--- src/rtl/scrp_pkg.sv ---
// Shared types, constants and codes of the strict CSV record parser.
package scrp_pkg;

  localparam int FIELD_COUNT    = 3;
  localparam int MAX_CELL_BYTES = 4096;
  localparam int QUEUE_DEPTH    = 4;
  localparam int QPTR_W         = 2;
  localparam int QCNT_W         = 3;

  localparam logic [7:0] CH_COMMA = 8'h2C;
  localparam logic [7:0] CH_LF    = 8'h0A;
  localparam logic [7:0] CH_CR    = 8'h0D;
  localparam logic [7:0] CH_QUOTE = 8'h22;

  typedef enum logic [2:0] {
    CLS_ZERO,
    CLS_COMMA,
    CLS_LF,
    CLS_CR,
    CLS_QUOTE,
    CLS_OTHER
  } cls_t;

  typedef enum logic [1:0] {
    EV_CELL   = 2'd0,
    EV_RECORD = 2'd1,
    EV_END    = 2'd2,
    EV_ERROR  = 2'd3
  } ev_t;

  typedef enum logic [3:0] {
    ERR_ZERO_BYTE   = 4'd0,
    ERR_EXTRA_FIELD = 4'd1,
    ERR_BARE_CR     = 4'd2,
    ERR_JUNK_QUOTE  = 4'd3,
    ERR_STRAY_QUOTE = 4'd4,
    ERR_TOO_LONG    = 4'd5,
    ERR_OPEN_QUOTE  = 4'd6,
    ERR_READ        = 4'd7,
    ERR_FIELD_COUNT = 4'd8
  } cause_t;

  typedef struct packed {
    logic       kind;
    logic [7:0] data_byte;
    logic       read_failed;
    cls_t       cls;
  } item_t;

  typedef struct packed {
    logic   not_empty;
    logic   full;
  } qstat_t;

endpackage

--- src/rtl/scrp_front.sv ---
// Front stage: takes input requests, classifies the byte and hands them to the queue.
module scrp_front import scrp_pkg::*; (
  input  logic       clk,
  input  logic       rst_n,
  input  logic       in_valid,
  output logic       in_ready,
  input  logic       in_kind,
  input  logic [7:0] in_data_byte,
  input  logic       in_read_failed,
  input  qstat_t     qstat,
  output logic       push,
  output item_t      push_item
);

  logic  valid_r, valid_nxt;
  item_t item_r;
  cls_t  cls;

  always_comb begin
    if (in_data_byte == 8'd0) begin
      cls = CLS_ZERO;
    end else if (in_data_byte == CH_COMMA) begin
      cls = CLS_COMMA;
    end else if (in_data_byte == CH_LF) begin
      cls = CLS_LF;
    end else if (in_data_byte == CH_CR) begin
      cls = CLS_CR;
    end else if (in_data_byte == CH_QUOTE) begin
      cls = CLS_QUOTE;
    end else begin
      cls = CLS_OTHER;
    end
  end

  assign push      = valid_r && !qstat.full;
  assign push_item = item_r;
  assign in_ready  = !valid_r || push;

  always_comb begin
    valid_nxt = valid_r;
    if (in_valid && in_ready) begin
      valid_nxt = 1'b1;
    end else if (push) begin
      valid_nxt = 1'b0;
    end
  end

  always_ff @(posedge clk) begin
    if (!rst_n) begin
      valid_r <= 1'b0;
    end else begin
      valid_r <= valid_nxt;
    end
  end

  always_ff @(posedge clk) begin
    if (in_valid && in_ready) begin
      item_r.kind        <= in_kind;
      item_r.data_byte   <= in_data_byte;
      item_r.read_failed <= in_read_failed;
      item_r.cls         <= cls;
    end
  end

endmodule

--- src/rtl/scrp_queue.sv ---
// Short queue of classified requests between the front and the back stages.
module scrp_queue import scrp_pkg::*; (
  input  logic   clk,
  input  logic   rst_n,
  input  logic   push,
  input  item_t  push_item,
  input  logic   pop,
  output item_t  head_item,
  output qstat_t qstat
);

  item_t             mem [QUEUE_DEPTH];
  logic [QPTR_W-1:0] wr_ptr_r, rd_ptr_r;
  logic [QCNT_W-1:0] count_r, count_nxt;

  assign qstat.not_empty = (count_r != '0);
  assign qstat.full      = (count_r == QCNT_W'(QUEUE_DEPTH));
  assign head_item       = mem[rd_ptr_r];

  always_comb begin
    count_nxt = count_r;
    if (push && !pop) begin
      count_nxt = count_r + 1'b1;
    end else if (pop && !push) begin
      count_nxt = count_r - 1'b1;
    end
  end

  always_ff @(posedge clk) begin
    if (!rst_n) begin
      wr_ptr_r <= '0;
      rd_ptr_r <= '0;
      count_r  <= '0;
    end else begin
      count_r <= count_nxt;
      if (push) begin
        wr_ptr_r <= wr_ptr_r + 1'b1;
      end
      if (pop) begin
        rd_ptr_r <= rd_ptr_r + 1'b1;
      end
    end
  end

  always_ff @(posedge clk) begin
    if (push) begin
      mem[wr_ptr_r] <= push_item;
    end
  end

`ifndef ASSERT_OFF
  a_count_bound: assert property (@(posedge clk) disable iff (!rst_n)
    count_r <= QCNT_W'(QUEUE_DEPTH))
    else $error("queue count exceeds its depth");
  a_no_underflow: assert property (@(posedge clk) disable iff (!rst_n)
    !(pop && count_r == '0))
    else $error("queue popped while empty");
`endif

endmodule

--- src/rtl/scrp_back.sv ---
// Back stage: record parsing state, cell length check and the output register.
module scrp_back import scrp_pkg::*; (
  input  logic        clk,
  input  logic        rst_n,
  input  logic        cfg_valid,
  output logic        cfg_ready,
  input  logic [12:0] cfg_cell_limit,
  input  qstat_t      qstat,
  input  item_t       head_item,
  output logic        pop,
  output logic        out_valid,
  input  logic        out_ready,
  output logic [1:0]  out_event_res,
  output logic [1:0]  out_column,
  output logic [11:0] out_position,
  output logic [7:0]  out_cell_byte,
  output logic [3:0]  out_error_cause
);

  logic [12:0] cell_limit_r;
  logic [1:0]  field_index_r, field_index_nxt;
  logic        in_quotes_r, in_quotes_nxt;
  logic        quote_closed_r, quote_closed_nxt;
  logic        record_started_r, record_started_nxt;
  logic [12:0] cell_length_r, cell_length_nxt;
  logic        quote_pending_r, quote_pending_nxt;
  logic        cr_pending_r, cr_pending_nxt;

  logic        out_valid_r, out_valid_nxt;
  ev_t         ev_r;
  logic [1:0]  column_r;
  logic [11:0] position_r;
  logic [7:0]  cell_byte_r;
  cause_t      cause_r;

  logic        emit;
  ev_t         ev;
  cause_t      cause;
  logic        do_store;
  logic        do_finish;
  logic        outside;
  logic [12:0] lim;
  logic [1:0]  st_col;
  logic [11:0] st_pos;

  assign cfg_ready = 1'b1;
  assign pop       = qstat.not_empty && (!out_valid_r || out_ready);
  assign lim       = (cell_limit_r > 13'(MAX_CELL_BYTES)) ? 13'(MAX_CELL_BYTES) : cell_limit_r;

  always_comb begin
    field_index_nxt    = field_index_r;
    in_quotes_nxt      = in_quotes_r;
    quote_closed_nxt   = quote_closed_r;
    record_started_nxt = record_started_r;
    cell_length_nxt    = cell_length_r;
    quote_pending_nxt  = quote_pending_r;
    cr_pending_nxt     = cr_pending_r;
    emit      = 1'b0;
    ev        = EV_CELL;
    cause     = ERR_ZERO_BYTE;
    do_store  = 1'b0;
    do_finish = 1'b0;
    outside   = 1'b0;
    st_col    = '0;
    st_pos    = '0;

    if (head_item.kind) begin
      if (cr_pending_r) begin
        emit = 1'b1; ev = EV_ERROR; cause = ERR_BARE_CR;
      end else if (head_item.read_failed) begin
        emit = 1'b1; ev = EV_ERROR; cause = ERR_READ;
      end else if (in_quotes_r && !quote_pending_r) begin
        emit = 1'b1; ev = EV_ERROR; cause = ERR_OPEN_QUOTE;
      end else if (!record_started_r) begin
        emit = 1'b1; ev = EV_END;
      end else begin
        do_finish = 1'b1;
      end
    end else begin
      record_started_nxt = 1'b1;
      if (cr_pending_r) begin
        cr_pending_nxt = 1'b0;
        if (head_item.cls == CLS_LF) begin
          do_finish = 1'b1;
        end else begin
          emit = 1'b1; ev = EV_ERROR; cause = ERR_BARE_CR;
        end
      end else if (head_item.cls == CLS_ZERO) begin
        emit = 1'b1; ev = EV_ERROR; cause = ERR_ZERO_BYTE;
      end else begin
        if (quote_pending_r) begin
          quote_pending_nxt = 1'b0;
          if (head_item.cls == CLS_QUOTE) begin
            do_store = 1'b1;
          end else begin
            in_quotes_nxt    = 1'b0;
            quote_closed_nxt = 1'b1;
            outside          = 1'b1;
          end
        end else if (in_quotes_r) begin
          if (head_item.cls == CLS_QUOTE) begin
            quote_pending_nxt = 1'b1;
          end else begin
            do_store = 1'b1;
          end
        end else begin
          outside = 1'b1;
        end

        if (outside) begin
          unique case (head_item.cls)
            CLS_COMMA: begin
              if (field_index_r >= 2'(FIELD_COUNT - 1)) begin
                emit = 1'b1; ev = EV_ERROR; cause = ERR_EXTRA_FIELD;
              end else begin
                field_index_nxt  = field_index_r + 1'b1;
                cell_length_nxt  = '0;
                quote_closed_nxt = 1'b0;
              end
            end
            CLS_LF: begin
              do_finish = 1'b1;
            end
            CLS_CR: begin
              cr_pending_nxt = 1'b1;
            end
            default: begin
              if (quote_closed_nxt) begin
                emit = 1'b1; ev = EV_ERROR; cause = ERR_JUNK_QUOTE;
              end else if (head_item.cls == CLS_QUOTE) begin
                if (cell_length_r != '0) begin
                  emit = 1'b1; ev = EV_ERROR; cause = ERR_STRAY_QUOTE;
                end else begin
                  in_quotes_nxt = 1'b1;
                end
              end else begin
                do_store = 1'b1;
              end
            end
          endcase
        end
      end
    end

    // A stored byte either goes out with its place in the cell or overflows it.
    if (do_store) begin
      emit = 1'b1;
      if (cell_length_r >= lim) begin
        ev = EV_ERROR; cause = ERR_TOO_LONG;
      end else begin
        ev              = EV_CELL;
        st_col          = field_index_r;
        st_pos          = cell_length_r[11:0];
        cell_length_nxt = cell_length_r + 1'b1;
      end
    end

    if (do_finish) begin
      emit = 1'b1;
      if (field_index_r == 2'(FIELD_COUNT - 1)) begin
        ev = EV_RECORD;
      end else begin
        ev = EV_ERROR; cause = ERR_FIELD_COUNT;
      end
    end

    // Any event other than a cell byte starts a fresh record.
    if (emit && ev != EV_CELL) begin
      field_index_nxt    = '0;
      in_quotes_nxt      = 1'b0;
      quote_closed_nxt   = 1'b0;
      record_started_nxt = 1'b0;
      cell_length_nxt    = '0;
      quote_pending_nxt  = 1'b0;
      cr_pending_nxt     = 1'b0;
    end
  end

  always_comb begin
    if (pop && emit) begin
      out_valid_nxt = 1'b1;
    end else begin
      out_valid_nxt = out_valid_r && !out_ready;
    end
  end

  always_ff @(posedge clk) begin
    if (!rst_n) begin
      cell_limit_r     <= 13'(MAX_CELL_BYTES);
      field_index_r    <= '0;
      in_quotes_r      <= 1'b0;
      quote_closed_r   <= 1'b0;
      record_started_r <= 1'b0;
      cell_length_r    <= '0;
      quote_pending_r  <= 1'b0;
      cr_pending_r     <= 1'b0;
      out_valid_r      <= 1'b0;
    end else begin
      if (cfg_valid && cfg_ready) begin
        cell_limit_r <= cfg_cell_limit;
      end
      if (pop) begin
        field_index_r    <= field_index_nxt;
        in_quotes_r      <= in_quotes_nxt;
        quote_closed_r   <= quote_closed_nxt;
        record_started_r <= record_started_nxt;
        cell_length_r    <= cell_length_nxt;
        quote_pending_r  <= quote_pending_nxt;
        cr_pending_r     <= cr_pending_nxt;
      end
      out_valid_r <= out_valid_nxt;
    end
  end

  always_ff @(posedge clk) begin
    if (pop && emit) begin
      ev_r        <= ev;
      column_r    <= st_col;
      position_r  <= st_pos;
      cell_byte_r <= (ev == EV_CELL) ? head_item.data_byte : 8'd0;
      cause_r     <= (ev == EV_ERROR) ? cause : ERR_ZERO_BYTE;
    end
  end

  assign out_valid       = out_valid_r;
  assign out_event_res   = ev_r;
  assign out_column      = column_r;
  assign out_position    = position_r;
  assign out_cell_byte   = cell_byte_r;
  assign out_error_cause = cause_r;

`ifndef ASSERT_OFF
  a_quote_pending_inside: assert property (@(posedge clk) disable iff (!rst_n)
    quote_pending_r |-> in_quotes_r)
    else $error("pending quote held outside a quoted cell");
  a_cr_outside: assert property (@(posedge clk) disable iff (!rst_n)
    cr_pending_r |-> (!in_quotes_r && !quote_pending_r))
    else $error("pending CR held inside a quoted cell");
  a_length_bound: assert property (@(posedge clk) disable iff (!rst_n)
    cell_length_r <= 13'(MAX_CELL_BYTES))
    else $error("cell length beyond the largest cell");
`endif

endmodule

--- src/rtl/strict_csv_record_parser.sv ---
// Top level of the strict CSV record parser: front stage, queue and back stage.
//
// Usage: bytes of a CSV stream arrive one request at a time on the in_ channel
// (in_kind 0 with in_data_byte), and the stream is closed by a request with
// in_kind 1, carrying in_read_failed if the source reported an error. Results
// leave on the out_ channel: one request per stored cell byte (with its column
// and position), one per completed record, one for a clean end of input, or
// one numbered error. Many inputs, such as commas and opening quotes, give no
// result at all. The cfg_ channel sets the cell length limit; it is always
// ready; the user must write it only while the block is idle, and the block
// itself does not enforce this. A result passes the front register, the queue
// and the result register. One input request per cycle is sustained while
// out_ready is high; the back stage record state update sets that rate.
// A four-entry queue between the classifying front stage and the parsing back
// stage lets either side stall on its own. When the receiver stalls, the
// result register holds its request, the queue fills and in_ready falls.
// Synchronous reset clears the record state, empties the queue and restores
// the cell limit to 4096; no result is pending after reset.
module strict_csv_record_parser import scrp_pkg::*; (
  input  logic        clk,
  input  logic        rst_n,
  input  logic        in_valid,
  output logic        in_ready,
  input  logic        in_kind,
  input  logic [7:0]  in_data_byte,
  input  logic        in_read_failed,
  output logic        out_valid,
  input  logic        out_ready,
  output logic [1:0]  out_event_res,
  output logic [1:0]  out_column,
  output logic [11:0] out_position,
  output logic [7:0]  out_cell_byte,
  output logic [3:0]  out_error_cause,
  input  logic        cfg_valid,
  output logic        cfg_ready,
  input  logic [12:0] cfg_cell_limit
);

  // Classified requests travel as one struct from front to queue to back.
  logic   push;
  logic   pop;
  item_t  push_item;
  item_t  head_item;
  qstat_t qstat;

  scrp_front u_front (
    .clk            (clk),
    .rst_n          (rst_n),
    .in_valid       (in_valid),
    .in_ready       (in_ready),
    .in_kind        (in_kind),
    .in_data_byte   (in_data_byte),
    .in_read_failed (in_read_failed),
    .qstat          (qstat),
    .push           (push),
    .push_item      (push_item)
  );

  scrp_queue u_queue (
    .clk       (clk),
    .rst_n     (rst_n),
    .push      (push),
    .push_item (push_item),
    .pop       (pop),
    .head_item (head_item),
    .qstat     (qstat)
  );

  // The back stage pops whenever the queue holds a request and its result register is free or being emptied.
  scrp_back u_back (
    .clk             (clk),
    .rst_n           (rst_n),
    .cfg_valid       (cfg_valid),
    .cfg_ready       (cfg_ready),
    .cfg_cell_limit  (cfg_cell_limit),
    .qstat           (qstat),
    .head_item       (head_item),
    .pop             (pop),
    .out_valid       (out_valid),
    .out_ready       (out_ready),
    .out_event_res   (out_event_res),
    .out_column      (out_column),
    .out_position    (out_position),
    .out_cell_byte   (out_cell_byte),
    .out_error_cause (out_error_cause)
  );

endmodule
--- config.mk ---
export PLATFORM = sky130hd
export DESIGN_NAME = strict_csv_record_parser
export DESIGN_NICKNAME = d
export VERILOG_FILES = /design/src/rtl/scrp_pkg.sv /design/src/rtl/scrp_front.sv /design/src/rtl/scrp_queue.sv /design/src/rtl/scrp_back.sv /design/src/rtl/strict_csv_record_parser.sv
export SDC_FILE = /design/constraint.sdc
export NUM_CORES = 1
export LEC_CHECK = 0
export BUFFER_PORTS_ARGS = -buffer_cell sky130_fd_sc_hd__buf_4
export CORE_ASPECT_RATIO = 0.7
export CORE_MARGIN = 10
export CORE_UTILIZATION = 50
export DETAILED_ROUTE_END_ITERATION = 10
export GPL_TIMING_DRIVEN = 0
export PLACE_DENSITY_LB_ADDON = 0.05
export SYNTH_ARGS = -nofsm -noshare
export SYNTH_HDL_FRONTEND = slang
export SYNTH_SLANG_ARGS = --single-unit
export TNS_END_PERCENT = 10
--- constraint.sdc ---
create_clock -name clk -period 10.1 [get_ports clk]
set_clock_uncertainty 0.05 [all_clocks]
set_input_delay 3.03 -clock clk [delete_from_list [all_inputs] [get_ports clk]]
set_output_delay 3.03 -clock clk [all_outputs]
set_load 0.01 [all_outputs]
=== Yosys cells after proc, flatten, opt, wreduce, memory -nomap -nowiden ===
Memories as Yosys holds them, arrays and structs flattened. A register that Yosys moved wholly into a read port is not among the register bits.
Cells that the tools add are included.
W data, S select, Z words.

* Bits in registers: 83
* RAM bits: 52
* Output and inout bits: 31
* Logic and storage cells: 229
* Memories: 1

{| class="wikitable"
|+ Memories
! memory !! depth !! width !! rd ports !! clocked after memory_dff !! write ports !! RTL line !! RTL
|-
| u_queue.mem || 4 || 13 || 1 || 1 || 1 || scrp_queue.sv:12 || <nowiki>item_t mem [QUEUE_DEPTH];</nowiki>
|}

* $add $sub $neg: 6
* $lt $le $gt $ge: 3
* Equality and inequality tests: 15
* Multiplexer cells: 143
* Bitwise logic cells: 1
* Reduce and logical (&&, ||, !) cells: 36

{| class="wikitable"
|+ Operators with widths
! cell !! number
|-
| $mux W13 || 10
|-
| $mux W1 || 85
|-
| $mux W2 || 29
|-
| $mux W4 || 12
|-
| $eq A8 B4 Y1 const B || 2
|-
| $eq A8 B6 Y1 const B || 2
|-
| $add A13 B1 Y13 const B || 1
|-
| $ge A13 B13 Y1 || 1
|-
| $gt A13 B13 Y1 const B || 1
|-
| $reduce_bool A13 Y1 || 1
|-
| $mux W3 || 4
|-
| $reduce_bool A2 Y1 || 5
|-
| $logic_and A1 B1 Y1 || 9
|-
| $logic_not A8 Y1 || 1
|-
| $pmux W4 S2 || 1
|-
| $logic_not A1 Y1 || 7
|-
| $reduce_and A7 Y1 || 1
|-
| $add A2 B1 Y2 const B || 3
|-
| $eq A3 B2 Y1 const B || 2
|-
| $eq A3 B3 Y1 const B || 2
|-
| $ne A2 B2 Y1 const B || 3
|-
| $reduce_or A2 Y1 || 3
|-
| $eq A2 B2 Y1 const B || 2
|-
| $pmux W2 S2 || 1
|-
| 15 further kinds || 16
|}

=== Longest topological paths before layout ===
Gate-level depths: netlist of run 1.

* Word-level depth: 18
* Mapped depth: 11
* Gate-level depth less buffers: 9

=== Hierarchy ===
From an unflattened synthesis of run 1, not the netlist that was laid out.

* Cells, all modules: 493
* Area total of the unflattened synthesis: 6124.6 um^2

{| class="wikitable"
|+ By module, submodules not included
! module !! instances !! cells an instance !! area each (um^2)
|-
| scrp_back || 1 || 348 || 3251.9
|-
| scrp_queue || 1 || 110 || 2328.5
|-
| scrp_front || 1 || 35 || 544.3
|}

=== Least setup slack after synthesis of run 1 ===
OpenSTA, ideal clock, no wires.

* Path kind: input port to flip-flop
* From: input port out_ready
* To: register u_back.cell_byte_r[0] (netlist: u_back.out_cell_byte[0]), enable pin
* Library setup time: 0.424 ns
* Data arrival time: 4.818 ns
* Data required time: 9.626 ns
* Path slack: 4.807 ns
* Stages: 4
* Buffers on the path: 0
* Path through: nor2b_1 -> nor2_1 -> inv_1 -> a21oi_1

* Cells in the longest elaborated chain, start to end: 3

{| class="wikitable"
|+ Ends and longest elaborated chain
! item !! RTL line !! RTL
|-
| from (decl) || strict_csv_record_parser.sv:28 || <nowiki>input logic out_ready,</nowiki>
|-
| $logic_or A1 B1 Y1 || scrp_back.sv:47 || <nowiki>assign pop = qstat.not_empty && (!out_valid_r || out_ready);</nowiki>
|-
| $logic_and A1 B1 Y1 || scrp_back.sv:47 ||
|-
| $logic_and A1 B1 Y1 || scrp_back.sv:216 || <nowiki>if (pop && emit) begin</nowiki>
|-
| to (signal assigned) || scrp_back.sv:220 || <nowiki>cell_byte_r <= (ev == EV_CELL) ? head_item.data_byte : 8'd0;</nowiki>
|-
| to (decl) || scrp_back.sv:33 || <nowiki>logic [7:0] cell_byte_r;</nowiki>
|}

No other way between the ends.
A chain may end at the register's enable or synchronous reset.

=== Final worst setup path of run 1 ===
* From: input port out_ready
* To: register u_queue.count_r[2]

* Cells in the longest elaborated chain, start to end: 5
* Elaborated cells on any way between the ends: 7
* Those cells by class: 1 x mux; 6 x reduce/logical

{| class="wikitable"
|+ Ends and longest elaborated chain
! item !! RTL line !! RTL
|-
| $logic_or A1 B1 Y1 * || scrp_back.sv:47 ||
|-
| $logic_and A1 B1 Y1 * || scrp_back.sv:47 ||
|-
| $logic_not A1 Y1 || scrp_queue.sv:22 || <nowiki>if (push && !pop) begin</nowiki>
|-
| $logic_and A1 B1 Y1 || scrp_queue.sv:22 ||
|-
| $mux W3 / $reduce_bool A2 Y1 (equally long branches) || n/a ||
|-
| to (signal assigned) || scrp_queue.sv:35 || <nowiki>count_r <= count_nxt;</nowiki>
|-
| to (decl) || scrp_queue.sv:14 || <nowiki>logic [QCNT_W-1:0] count_r, count_nxt;</nowiki>
|}

Every way passes the cells marked *; elsewhere a longest branch is shown, timed or not.

==> qor.csv, run 1 <==
stage;metric;value;unit
synthesis;yosys_warnings;0;
detailed_routing;drt_iter0_markers;443;
place;port_buffers;55;
floorplanning;initial_core_util;0.518;
synthesis;synth_edf_count;93;
cells_and_area;final_cell_mix;edfxtp_1 (93), buf_4 (56), nor2_1 (44), dfxtp_1 (44), nand2_1 (39);
run_status;status;finished clean;
cts;htreeDepth;4;
global_routing;grt_pass1_vias;3929;
place;placedCellCount;712;
detailed_routing;viasPerCell;5.64;
detailed_routing;drc;0;
setup_path;crit_path_start_kind;primary input;
cells_and_area;insertedDiodeCount;0;
setup_path;cp_max_fo;6;
timing;tightest_slew;0.883;ns
cts;clock_sinks;137;
pwr;seqPwrFrac;0.382;
cts;clock-root-buffer;clkbuf_16;
detailed_routing;dr.pass1.iters;5;
setup_path;path_class;in2reg;
setup_path;end_kind;register;
global_routing;grt_usage;0.153;
floorplanning;die_w;152;um
synthesis;synth_flop_cell;edfxtp_1;
timing;slew_violations;0;
floorplanning;pin_count;59;
synthesis;syn_inst;499;
synthesis;seq_area_frac_synth;0.598;
cts;cts_buffers;17;
detailed_routing;ant_nets;0;
pwr;p_comb_frac;0.300;
pwr;swShare;0.313;
hold_path;hold_class;reg2reg;
place;gp_congestion;0.871;
place;dpl.hpwl;9420;um
pwr;power_density;272;nW/um^2
timing;fmax;201;MHz
cts;cts_hold_buf;0;
cells_and_area;syn2layout_area_growth;20.6;%
synthesis;async_reset_ff_frac;0;
detailed_routing;routed_wl;13200;um
floorplanning;die_area;17200;um^2
run;cap_violations;0;
pwr;p_sw;630;uW
synthesis;syn_area;6140;um^2
setup_path;cp.arrival;5.26;ns
pwr;clkPwrFrac;0.318;
pwr;ir_drop;142;uV
cts;clk_path_buf_depth;2;
global_routing;antenna_found_initial;0;
cts;insertion_delay;0.42;ns
timing;finalHoldWorstSlack;0.427;ns
setup_path;worst_ep_required_time;10.39;ns
cells_and_area;fillCellCount;895;
cells_and_area;layout_commonest_cell;edfxtp_1;
timing;final-hold-violation-count;0;
timing;rsz0062_at_grt;no;
synthesis;syn-num-nets;549;
cts;cts_tree;built;
cells_and_area;drive_gt1_frac;0.206;
detailed_routing;wl_per_cell;17.7;um
floorplanning;std_cell_rows;33;
global_routing;grt_pass1_wl;21100;um
pwr;intPower;1380;uW
cts;path_clk_slew;0.06;ns
cts;cts_setup_buffers;0;
pwr;power.leakage;0.00272;uW
cells_and_area;fin_cells;744;
cells_and_area;nets;624;
cts;post_cts_resized;0;
timing;min_period;4.98;ns
floorplanning;fp.dieH;113;um
floorplanning;core;11900;um^2
synthesis;ys_ff_latch;137;
timing;setup_viol;0;
timing;finalCritPeriodShare;0.493;
global_routing;grt_max_degree;22;
synthesis;avgSynthCellArea;12.3;um^2
detailed_routing;vias;4197;
synthesis;synthDistinctLibCells;61;
timing;setup_tns;0;ns
timing;slew_headroom;0.409;
global_routing;grt-ovfl-total;0;
-- worst max-delay path, stage by stage --
cell and delay, ns:
buf_4 0.11, nor2b_1 0.34, nor2_1 0.16, inv_1 0.31, ha_1 0.26, inv_1 0.07
fa_1 0.37, xor2_1 0.17, or3_1 0.30, a21oi_1 0.13
-- layout make-up --
class | count | area, um^2 | share of cell area
multi-input combinational | 320 | 2320 | 0.313
sequential | 137 | 3670 | 0.496
buffer | 24 | 101 | 0.0137
clock buffer | 20 | 437 | 0.0590
clock inverter | 12 | 173 | 0.0233
tap | 157 | 196 | 0.0265
timing repair buffer | 56 | 440 | 0.0595
inverter | 18 | 67.6 | 0.00912
-- path summary, 6_finish.rpt --
path	to	slack [ns]	startpoint	cells past startpoint
max	u_queue.count_r[2]	5.12	out_ready	10
min reg2reg	u_back.field_index_r[0]	0.43	u_back.field_index_r[0]	1
min	u_back.field_index_r[0]	0.43	u_back.field_index_r[0]	1
max reg2reg	u_back.cell_length_r[9]	6.93	u_back.cell_limit_r[12]	10
-- power groups by stage --
stage          Combinational [uW]  Clock, uW  Sequential, uW
2_1_floorplan                 327          0             811
3_3_place_gp                  565          0             783
3_5_place_dp                  604          0             781
4_1_cts                       607        646             770
5_1_grt                       661        669             780
6_report                      604        639             769
-- cell families after synthesis --
kind of cell	share of synthesized area
buf+inv	0.0275
flops	0.598
fa+ha+maj	0.0460
other cells	0.000611
compound gates	0.113
mux	0.0705
simple gates	0.136
xor+xnor	0.00856
-- flip-flops by register name, summed over array words and instances (netlist names), named ones only --
name                     cells
u_back.out_event_res         2
u_back.out_column            2
u_queue.rd_ptr_r             2
u_queue.wr_ptr_r             2
u_back.out_position         12
u_front.valid_r              1
u_back.cell_limit_r         13
u_back.field_index_r         2
u_back.out_valid             1
u_back.out_error_cause       4
u_back.quote_closed_r        1
u_back.in_quotes_r           1
u_queue.mem                 52
u_back.cell_length_r        13
u_front.push_item           13
u_back.cr_pending_r          1
u_back.record_started_r      1
u_back.quote_pending_r       1
u_back.out_cell_byte         8
u_queue.count_r              3
-- routing by layer --
metal | vias to the layer above | GRT usage | wire, um
li1 | 2020 | - | -
met1 | 2005 | 0.233 | 6840
met2 | 160 | 0.196 | 5110
met3 | 12 | 0.0537 | 1060
met4 | 0 | 0.0456 | 150
met5 | - | 0 | 0
-- per-stage QoR --
stage                     total power (uW)  instance area, um^2   util  setup slack (ns)
after detailed placement              1380                 6800  0.573              4.77
final                                 2010                 7400  0.625              5.12
after global routing                  2110                 7400  0.625              5.04
after CTS                             2020                 7400  0.625              5.20
after global placement                1350                 6750  0.570              3.62
after floorplan                       1140                 6140      -              4.81
-- cells in the mapped netlist, types with 3 or more instances --
cell,count,area share
or4_1,4,0.0049
xor2_1,3,0.0043
clkbuf_1,15,0.0092
o21a_1,4,0.0049
a32oi_1,7,0.010
and2_1,15,0.015
dfxtp_1,44,0.14
and3_1,5,0.0051
and4_1,3,0.0043
nor2_1,44,0.027
inv_1,17,0.010
o2111ai_1,3,0.0043
or2_2,4,0.0041
o31ai_1,3,0.0037
nor3_1,6,0.0049
ha_1,21,0.043
mux2i_1,14,0.023
a21oi_1,22,0.018
edfxtp_1,93,0.45
mux4_2,13,0.048
nand4_1,3,0.0031
o211ai_1,5,0.0061
xnor2_1,3,0.0043
a31oi_1,8,0.0082
or3_1,4,0.0041
nand3_1,12,0.0098
nand2_1,39,0.024
o21ai_0,27,0.022
nor2b_1,14,0.014
buf_2,6,0.0049
Power figures use the tool's default switching activity.
==> run 2: changes to the inputs <==
- ABC_AREA: not set -> 1
- clock period: 10.1 -> 4.9 ns (I/O delays scaled with it)
==> run 2 against run 1 <==
  * First-iteration DRC count decreased by 2.3%
  * Critical path depth grew 9
  * Sequential power increased by 130%
  * Total power grew to 2.6 times the previous value
  * Setup slack got worse by 4.1 ns
  * Flip-flop and latch count is the same
  * Clock power is 100% higher
  * Global-route usage rose by 2.3 points
==> qor.csv, run 2 <==
stage;metric;value;unit
run_status;status;finished clean;
setup_path;r2r_slack;0.98;ns
detailed_routing;vias;4880;
floorplanning;pin_count;59;
synthesis;yosys_warnings;0;
detailed_routing;drt_iter0_markers;433;
synthesis;seq_area_frac_synth;0.578;
cts;htreeDepth;4;
synthesis;syn-num-nets;711;
synthesis;avgSynthCellArea;9.62;um^2
global_routing;grt_pass1_vias;4833;
hold_path;hold_class;reg2reg;
timing;slew_violations;0;
floorplanning;core;12400;um^2
synthesis;synthTopCellsByCount;nand2_1 (134), edfxtp_1 (93), nor2_1 (70);
cts;clk_path_buf_depth;2;
global_routing;grt_pass1_wl;25000;um
timing;tightest_slew;1.37;ns
detailed_routing;drc;0;
synthesis;synthDistinctLibCells;42;
cells_and_area;fillCellCount;1081;
cells_and_area;register_area;3670;um^2
cells_and_area;fin_cells;912;
cells_and_area;insertedDiodeCount;0;
global_routing;antenna_found_initial;0;
cts;post_cts_resized;0;
cts;cts_setup_buffers;0;
place;port_buffers;57;
timing;setup_viol;0;
timing;setup_tns;0;ns
cells_and_area;regMostFlops;u_queue.mem;
floorplanning;initial_core_util;0.512;
run;cap_violations;0;
cts;clock_sinks;137;
floorplanning;std_cell_rows;34;
pwr;power.leakage;0.00299;uW
pwr;power_density;695;nW/um^2
floorplanning;die_area;17700;um^2
detailed_routing;ant_nets;0;
timing;fmax;255;MHz
cells_and_area;largest_reg_flops;52;
cells_and_area;nets;787;
place;gp_congestion;0.896;
setup_path;max_stage_delay;0.34;ns
cells_and_area;final_cell_mix;nand2_1 (134), edfxtp_1 (93), nor2_1 (70), a21oi_1 (63), buf_4 (60);
setup_path;crit_path_start_kind;register;
place;postPlaceCellArea;6990;um^2
cts;cts_hold_buf;0;
detailed_routing;dr.pass1.iters;5;
cells_and_area;layout_commonest_cell;nand2_1;
synthesis;syn_inst;661;
synthesis;synth_flop_cell;edfxtp_1;
setup_path;path_cells;nor4_1 -> nand2_1 -> nor3_1 -> a21oi_1 -> inv_1 -> clkbuf_1 -> nand2_1 -> ha_1 -> a21oi_1 -> o21ai_0 -> o211ai_1 -> nand3_1 -> nand3_1 -> nand4_1 -> nor2_2 -> inv_2 -> nor2_8 -> inv_4 -> nor3_2;
floorplanning;fp.dieH;114;um
cts;clock-root-buffer;clkbuf_16;
global_routing;grt_usage;0.175;
timing;min_period;3.92;ns
setup_path;end_kind;register;
synthesis;synth.most_common_cell;nand2_1;
global_routing;grt-ovfl-total;0;
synthesis;synth_edf_count;93;
setup_path;cp.arrival;4.12;ns
floorplanning;die_w;155;um
cells_and_area;design_area;7590;um^2
setup_path;cp_max_fo;10;
synthesis;synth.area.top_cells;edfxtp_1 (44%), dfxtp_1 (14%), nand2_1 (7.9%), a21oi_1 (5.0%), ha_1 (4.1%);
detailed_routing;routed_wl;15200;um
setup_path;cp-startpoint;u_back.cell_limit_r[4];
cts;path_clk_slew;0.06;ns
cts;cts_tree;built;
hold_path;hold_depth;2;
synthesis;yosysTopAreaCellShare;0.439;
synthesis;async_reset_ff_frac;0;
setup_path;endpoint;u_back.out_cell_byte[1];
cells_and_area;syn2layout_area_growth;19.4;%
timing;final-hold-violation-count;0;
pwr;ir_drop;336;uV
cts;cts_buffers;17;
cells_and_area;drive_gt1_frac;0.172;
place;dpl.hpwl;11000;um
synthesis;yosysTopAreaCell;edfxtp_1;
cts;insertion_delay;0.42;ns
place;placedCellCount;880;
timing;rsz0062_at_grt;no;
pwr;power;5280;uW
timing;finalCritPeriodShare;0.800;
setup_path;slowest_stage;ha_1;
setup_path;worst_ep_required_time;5.10;ns
detailed_routing;viasPerCell;5.35;
setup_path;r2r_end;u_back.out_cell_byte[1];
synthesis;syn_area;6360;um^2
cells_and_area;multi_input_area;2330;um^2
setup_path;path_class;reg2reg;
detailed_routing;wl_per_cell;16.7;um
synthesis;ys_ff_latch;137;
setup_path;r2r_start;u_back.cell_limit_r[4];
timing;slew_headroom;0.0845;
global_routing;grt_max_degree;30;
setup_path;ff2ff_path_depth;19;
## run 2: cell types whose count changed in the layout (fill, tap and decap cells not counted), sizes merged, moves of 19 or more
cell | before | now
a21oi | 22 | 63
nand4 | 3 | 22
nand2 | 39 | 140
inv | 19 | 67
nor2 | 44 | 78
nand3 | 12 | 32
## run 2: cell families after synthesis
family | count (synthesis) | synth area share
compound gates | 119 | 0.101
buf+inv | 85 | 0.0561
other cells | 1 | 0.000590
simple gates | 296 | 0.218
xor+xnor | 1 | 0.00138
flops | 137 | 0.578
fa+ha+maj | 22 | 0.0445
## run 2: layout make-up
cell class,instances,share of cell area
Sequential cell,137,0.484
Clock inverter,13,0.0221
Tap cell,162,0.0267
Timing Repair Buffer,57,0.0564
Multi-Input combinational cell,439,0.307
Buffer,22,0.0148
Clock buffer,19,0.0570
Inverter,63,0.0321
## run 2: power breakdown
group / total [uW] / switching [uW] / leakage (uW) / internal [uW]
Clock: 1300 / 497 / 0.000285 / 806
Sequential: 1760 / 171 / 0.00123 / 1590
Combinational: 2210 / 1500 / 0.00148 / 706
## run 2: stage by stage
stage / setup WS (ns) / utilization / hold WS [ns]
final: 0.978 / 0.611 / 0.414
after global routing: 0.698 / 0.611 / 0.448
after CTS: 1.01 / 0.611 / 0.416
after detailed placement: 1.02 / 0.563 / 0.409
after global placement: 1.08 / 0.563 / 0.399
after floorplan: 1.78 / - / 0.386
## run 2: layer usage
layer / wire length, um / GRT usage / up-vias
li1: - / - / 2439
met2: 6150 / 0.252 / 171
met5: 0 / 0 / -
met4: 107 / 0.0433 / 0
met3: 1180 / 0.0454 / 9
met1: 7740 / 0.257 / 2261
## run 2: worst max-delay path: cells and delay by family (launching register included)
family,cells,cell delay [ns]
AO/OA/AOI/OAI,4,0.51
adder cells (fa/ha/maj),1,0.34
buffers and inverters,4,0.63
flip-flops,1,0.33
AND/OR/NAND/NOR,10,1.90
## run 2: worst min-delay path by stage
stage	from	end	slack (ns)
floorplan	u_queue.rd_ptr_r[1]	register	0.39
global placement	u_queue.rd_ptr_r[1]	u_queue.rd_ptr_r[1]	0.40
detailed placement	u_queue.rd_ptr_r[1]	register	0.41
CTS	u_queue.rd_ptr_r[1]	register	0.42
global route	u_queue.rd_ptr_r[0]	register	0.45
finish	u_queue.rd_ptr_r[1]	register	0.41
==> run 3: changes to the inputs <==
- clock period: 4.9 -> 3.7 ns (I/O delays scaled with it)
==> run 3 against run 2 <==
  * Combinational power increased by 37%
  * First-iteration DRC count fell by 1.2%
  * Sequential share of layout area down 0.29 points
  * Highest routed layer unchanged
==> qor.csv, run 3 (synthesized netlist as in run 2, its figures left out) <==
stage;metric;value;unit
place;dpl.hpwl;11000;um
cells_and_area;fin_cells;914;
pwr;power_density;927;nW/um^2
detailed_routing;highest_layer;met4;
setup_path;crit_path_start_kind;register;
cells_and_area;syn2layout_area_growth;20.1;%
cts;cts_tree;built;
pwr;power.leakage;0.00302;uW
cells_and_area;nets;789;
detailed_routing;routed_wl;15200;um
global_routing;grt_pass1_vias;4834;
detailed_routing;viasPerCell;5.36;
floorplanning;die_area;17700;um^2
cells_and_area;final_cell_mix;nand2_1 (134), edfxtp_1 (93), nor2_1 (70), a21oi_1 (63), buf_4 (62);
pwr;ir_drop;495;uV
hold_path;hold_depth;2;
timing;setup_tns;0;ns
detailed_routing;wl_per_cell;16.6;um
floorplanning;core;12400;um^2
timing;tightest_slew;1.45;ns
cts;htreeDepth;4;
detailed_routing;vias;4900;
cts;clk_path_buf_depth;2;
timing;fmax;293;MHz
timing;final-hold-violation-count;0;
cells_and_area;fillCellCount;1079;
cells_and_area;layout_commonest_cell;nand2_1;
place;pre_cts_ws;-0.182;ns
detailed_routing;dr.pass1.iters;6;
global_routing;grt_pass1_wl;25000;um
setup_path;end_kind;register;
cells_and_area;largest_reg_flops;52;
setup_path;path_class;reg2reg;
cts;clock-root-buffer;clkbuf_16;
setup_path;cp_max_fo;10;
floorplanning;pin_count;59;
detailed_routing;ant_nets;0;
detailed_routing;drc;0;
run_status;status;finished clean;
timing;slew_headroom;0.0279;
global_routing;grt_usage;0.175;
cts;clock_sinks;137;
place;placedCellCount;880;
cells_and_area;register_area;3670;um^2
timing;setup_viol;0;
detailed_routing;drt-met1-wl;7760;um
detailed_routing;wl_met2;6120;um
global_routing;antenna_found_initial;0;
hold_path;hold_class;reg2reg;
setup_path;ff2ff_path_depth;19;
timing;finalCritPeriodShare;0.924;
place;gp_congestion;0.896;
cells_and_area;drive_gt1_frac;0.180;
detailed_routing;wl_met3;1220;um
cells_and_area;insertedDiodeCount;0;
cts;insertion_delay;0.42;ns
global_routing;grt_max_degree;30;
cts;path_clk_slew;0.06;ns
timing;min_period;3.42;ns
setup_path;worst_ep_required_time;3.90;ns
detailed_routing;drt_iter0_markers;428;
setup_path;cp.arrival;3.61;ns
floorplanning;std_cell_rows;34;
place;port_buffers;57;
timing;fin_ws;0.282;ns
timing;slew_violations;0;
floorplanning;die_w;155;um
floorplanning;initial_core_util;0.512;
run;cap_violations;0;
cts;cts_buffers;17;
timing;rsz0062_at_grt;no;
cells_and_area;multi_input_area;2340;um^2
cells_and_area;regMostFlops;u_queue.mem;
floorplanning;fp.dieH;114;um
global_routing;grt-ovfl-total;0;
==> run 3: worst paths after layout <==
path                           from                 endpoint  slack [ns]
min reg2reg     u_queue.rd_ptr_r[1]                 register        0.41
min             u_queue.rd_ptr_r[1]                 register        0.41
max          u_back.cell_limit_r[4]  u_back.out_cell_byte[1]        0.28
max reg2reg  u_back.cell_limit_r[4]  u_back.out_cell_byte[1]        0.28
==> run 3: per-stage QoR <==
step                      hold WS [ns]  utilization  cell area [um^2]  power [uW]
after floorplan                  0.386            -              6360        4300
after global routing             0.448        0.615              7630        7560
after CTS                        0.416        0.612              7600        7000
after global placement           0.399        0.563              6990        5180
final                            0.414        0.615              7630        7080
after detailed placement         0.409        0.563              6990        5260
==> run 3: layout make-up <==
class / instances / area share
buffer: 21 / 0.0147
clock inverter: 13 / 0.0220
tap: 162 / 0.0265
timing repair buffer: 60 / 0.0606
inverter: 63 / 0.0320
sequential: 137 / 0.481
clock buffer: 19 / 0.0567
multi-input combinational: 439 / 0.306
==> run 3: worst max-delay path, stage by stage, from the launching register on <==
cell and delay, ns:
dfxtp_1 0.33, nor4_1 0.27, nand2_1 0.09, nor3_1 0.16
a21oi_1 0.11, inv_1 0.08, clkbuf_4 0.19, nand2_1 0.08
ha_1 0.32, a21oi_1 0.14, o21ai_0 0.10, o211ai_1 0.19
nand3_2 0.13, nand3_2 0.13, nand4_1 0.14, nor2_2 0.22
inv_2 0.10, nor2_8 0.17, inv_4 0.09, nor3_2 0.15
==> run 3: power by group <==
group	switching (uW)	total (uW)	internal, uW
combinational	2010	3020	1010
clock	659	1730	1070
sequential	224	2330	2110
==> run 3: timing repair <==
| item | 4_1_cts | 5_1_grt |
|---|---|---|
| gates cloned | 0 | 0 |
| pin swaps | 0 | 3 |
| hold buffers | 0 | 0 |
| gates resized for setup | 2 | 3 |
| setup endpoints to repair | 18 | 26 |
| buffers inserted | 0 | 3 |
==> run 3: routing by layer <==
metal / vias up / global-route usage
met2: 179 / 0.252
met1: 2269 / 0.257
met3: 13 / 0.0454
met4: 0 / 0.0433
met5: - / 0
li1: 2439 / -
